==> src/design/nfa_ram.sv <==
// generic simple dual port ram with registered read
`timescale 1ns / 1ps

module nfa_ram #(
  parameter int WIDTH = 8,
  parameter int DEPTH = 256
) (
  input  logic                     clk,
  input  logic                     we,
  input  logic [$clog2(DEPTH)-1:0] waddr,
  input  logic [WIDTH-1:0]         wdata,
  input  logic                     re,
  input  logic [$clog2(DEPTH)-1:0] raddr,
  output logic [WIDTH-1:0]         rdata
);

  logic [WIDTH-1:0] mem [DEPTH];

  always_ff @(posedge clk) begin
    if (we) begin
      mem[waddr] <= wdata;
    end
    if (re) begin
      rdata <= mem[raddr];
    end
  end

endmodule
==> config.mk <==
export PLATFORM = sky130hd
export DESIGN_NAME = nfa_ram
export DESIGN_NICKNAME = d
export VERILOG_FILES = /design/src/design/nfa_ram.sv
export SDC_FILE = /design/constraint.sdc
export NUM_CORES = 2
export LEC_CHECK = 0
export ABC_AREA = 1
export BUFFER_PORTS_ARGS = -buffer_cell sky130_fd_sc_hd__buf_4
export CAP_MARGIN = 40
export CORE_UTILIZATION = 25
export CTS_CLUSTER_DIAMETER = 30
export DETAILED_ROUTE_END_ITERATION = 12
export SYNTH_ARGS = -nofsm -noshare
export SYNTH_HDL_FRONTEND = slang
export SYNTH_SLANG_ARGS = --single-unit
==> constraint.sdc <==
create_clock -name clk -period 1.55 [get_ports clk]
set_input_delay 0.0775 -clock clk [delete_from_list [all_inputs] [get_ports clk]]
set_output_delay 0.0775 -clock clk [all_outputs]
set_load 0.1 [all_outputs]
# Word level (Yosys, flattened, before mapping)
# Memories as Yosys holds them, arrays and structs flattened. A register that Yosys moved wholly into a read port is not among the register bits.
# Cells that the tools add are included.
# op_classes
shift	0
bitwise_logic	0
n_mux	2
n_reduce_logical	0
mul	0
add_sub_neg	0
magnitude_cmp	0
n_eq_ne	0
div	0
# ops
cell	count
$mux W1	2
# word_totals
regBits	0
input_bits	27
romBits	0
mem_count	1
out_inout_bits	8
latchBits	0
ramBits	2048
elab_cells	3
# mem_list
memory	depth	word_bits	rd	rd_clocked_by_memory_dff	write_ports	line_no	text
mem	256	8	1	1	1	17	logic [WIDTH-1:0] mem [DEPTH];

# Logic depth before layout (Yosys ltp)
# depth
word_depth	2
depth_mapped	15
depth_no_buf	11

# Least setup slack after synthesis
# Ideal clock, no wire load.
# synth_timing
path_kind	input to register
startpoint	input port we
endpoint	memory mem[162][0], enable pin
t_arrival_ns	1.199
n_path_buf	2
path_slack_ns	-0.019
required_ns	1.180
stages	4
path_cell_list	clkbuf_1 nand3_1 clkbuf_1 nor2_1
# synth_via
elab_chain_cells	2
# synth_lines
element	line_no	text
start: declaration	9	input logic we,
$mux W1	20	if (we) begin
$mux W1 (implied by the code)	21	mem[waddr] <= wdata;
end: declaration	17	
# Every way passes these cells.

# Worst setup path after layout
# layout_timing
startpoint	register rdata[1], read port of mem
endpoint	output port rdata[1]
# layout_rtl
element	line_no	text
start: declaration	14	output logic [WIDTH-1:0] rdata
# No word-level cell between the ends.

==> summary.md <==
| Metric | Value |
|---|---|
| Outcome | finished, violations left |
| Failing checks | negative setup slack |
| Postcts setup bufs | 0 |
| CP delay by family, top | flip-flops |
| Gpl congestion | ~0.92 |
| Leading cell types in the layout, fill and taps excluded | 2090 x nand2_1, 2056 x edfxtp_1, 1462 x nand3_1 |
| Port buffer count | 34 |
| Crit share post-route | 123% |
| Post-route ant nets | 0 |
| Area growth, synth to finish | 31.4% |
| Peak supply drop | approximately 1.0 mV |
| TritonCTS Buffers | between 300 and 400 |
| Unrepaired setup endpoints after global routing | true |
| Sequential share of power | between 40% and 50% |
| R2r endpoint | rdata[4] |
| Worst-case reg-to-reg path depth | 10 |
| R2R setup slack | -90 ps |
| Global-route wire length before repair | about 380000 um |
| Internal | approximately 110 mW |
| R2R Path Start | mem[140][4] |
| Max transition margin | between 40% and 50% |
| TritonCTS Sinks | 2056 |
| Sw Share | between 20% and 30% |
| Fin. Hold Viols | 0 |
| Arr. time, crit path | around 1800 ps |
| Worst-Skew Late Latency | between 800 and 900 ps |
| Max clock buf depth | 4 |
| Worst Path Buf+Inv | 1 |
| Htree depth | 5 |
| Chip Width | roughly 580 um |
| Synthesis Warnings | 0 |
| Vias post-DR | between 50000 and 60000 |
| HPWL Detailed | ~160000 um |
| #FFs+latches synth | between 2000 and 2500 |
| Pwr dens | 1320 nW/um^2 |
| Gr usage total | 14.6% |
| Count of cell types in the netlist | 13 |
| Starting Density | roughly 25% |
| Fin util | between 30% and 40% |
| Final WS setup | -353 ps |
| Mean Syn Cell Area | roughly 12 um^2 |
| Register area share after synthesis | approximately three quarters |
| CP Class | reg2out |
| # placed instances | 11600 |
| Core Area | ~330000 um^2 |
| Fill cells | 32000 |
| Fin Clk Skew | 67.3 ps |
| Clk slew on worst S/H paths | about 60 ps |
| Slew @ Worst Pin | 758 ps |
| Post-DR vias/cell | approximately 4.8 |
| Hold Startpoint | raddr[6] |
| Drt initial violations | about 5700 |
| Worst Path Max Fanout | 1 |
| I/O pins | 35 |
| Die H | approximately 580 um |
| Gr ovfl total | 0 |
| First-pass DRT Iterations | 6 |
| CP Cell Sequence | buf_12 |
| Non-filler cells, final | ~12000 |
| CP endpoint kind | output pin |
| Mapped Area | 83500 um^2 |
| Post-Syn Nets | between 7000 and 8000 |
| Initial antenna violation count | 6 |
| Finished layout cell area | roughly 110000 um^2 |
| P_sw | between 30 and 40 mW |
| WHS Path Cells | 7 |
| Logic pwr share | roughly 6.6% |
| Worst path max stage delay | 730 ps |
| Max cap viols | 0 |
| CTS root buf | clkbuf_16 |
| Post-route DRC | 0 |
| Clock share of power | 51.1% |
| Hold EP | rdata[5] |
| Required time worst endpoint | 1470 ps |
| Most common cell after layout, fill and taps aside | nand2_1 |
| CTS tree | yes |
| Largest net degree at the start of global routing | 75 |
| WL/cell | 20.8 um |
| HP Class | in2reg |
| # setup viols final | 16 |
| Fin Hold WS | ~62 ps |
| Die ar. | 336000 um^2 |
| Number of global-route vias before repair | 57700 |
| Slew Limit Fails | 0 |
| Total wire length | about 260000 um |
| Post-layout nets | 7651 |
| Rows | around 210 |
| Post-Syn Instances | approximately 7000 |
| Min Tclk post-route | ~1900 ps |
| Placed cell areas | between 90000 and 100000 um^2 |
| Slowest stage cell, crit path | edfxtp_1 |
| Layout cells sized above 1 | ~24% |
| Max Fclk | approximately 0.53 GHz |
| Critical Path Source Type | flop |
| Leakage | slightly below 40 nW |
## stage by stage
| step | total power, mW | setup slack, ps | TNS [ps] |
|---|---|---|---|
| after floorplan | 66.5 | -19.0 | -2780 |
| after global placement | 70.8 | -1140 | -42700 |
| after detailed placement | 70.9 | -1130 | -68090 |
| after CTS | 145 | -368 | -2490 |
| after global routing | 149 | -315 | -2410 |
| final | 145 | -353 | -1930 |
## sequential cells by signal, summed over array words and instances, names as in the netlist
name,count
mem,2048
rdata,8
## layout make-up
type / count / area [um^2] / share of cell area (%)
Timing Repair Buffer: 771 / 8090 / 7.38
Clock buffer: 353 / 8510 / 7.76
Multi-Input combinational cell: 4425 / 22900 / 20.9
Antenna cell: 7 / 17.5 / 0.0160
Tap cell: 4366 / 5460 / 4.98
Clock inverter: 249 / 2750 / 2.51
Inverter: 39 / 180 / 0.164
Sequential cell: 2056 / 61700 / 56.3
## power by group through the flow
stage	sequential (mW)	combinational, mW	clock (mW)
after detailed placement	62.6	8.32	0
after CTS	61.5	9.09	74.9
after floorplan	62.7	3.78	0
after global placement	62.6	8.25	0
final	61.5	9.58	74.2
after global routing	61.4	10.2	77.2
## metal layers
metal / share of wire, % / up-vias / track usage, %
li1: - / 26300 / -
met4: 4.3 / 0 / 6.20
met3: 7.8 / 527 / 2.54
met5: 0 / - / 0
met1: 40 / 29100 / 18.7
met2: 48 / 2617 / 24.3
## cell usage after synthesis
cell type / count / area [um^2]
buf_6: 16 / 180
buf_1: 40 / 150
inv_4: 1 / 6.26
buf_8: 1 / 15.0
inv_1: 36 / 135
nand2_1: 2123 / 7970
edfxtp_1: 2056 / 61700
buf_4: 46 / 345
nand3_1: 2019 / 10100
clkbuf_1: 112 / 420
buf_2: 268 / 1340
inv_2: 2 / 7.51
nor2_1: 283 / 1060
## kinds of logic (layout without fill, tap and decap cells)
family        Yosys count  in the layout  share of synthesized area (%)
other cells             0              7                              0
buf+inv               522           1412                           3.12
simple gates         4425           4425                           22.9
flops                2056           2056                           74.0
## how the worst max path moves through the flow
stage | from | to | slack (ps) | depth (start not counted)
final | rdata[1] | rdata[1] | -350 | 1
after global routing | rdata[1] | rdata[1] | -320 | 1
after CTS | rdata[1] | rdata[1] | -370 | 1
after detailed placement | raddr[0] | rdata[0] | -1130 | 14
after global placement | raddr[0] | rdata[3] | -1140 | 14
after floorplan | we | mem[162][0] | -20 | 4
## timing repair
action / in CTS / in global routing
setup endpoints to repair: 16 / 16
gates resized for setup: 436 / 301
pin swaps: 134 / 174
endpoints found under the hold margin: 2060 / 0
hold buffers: 11 / 0
Power figures use the tool's default switching activity.
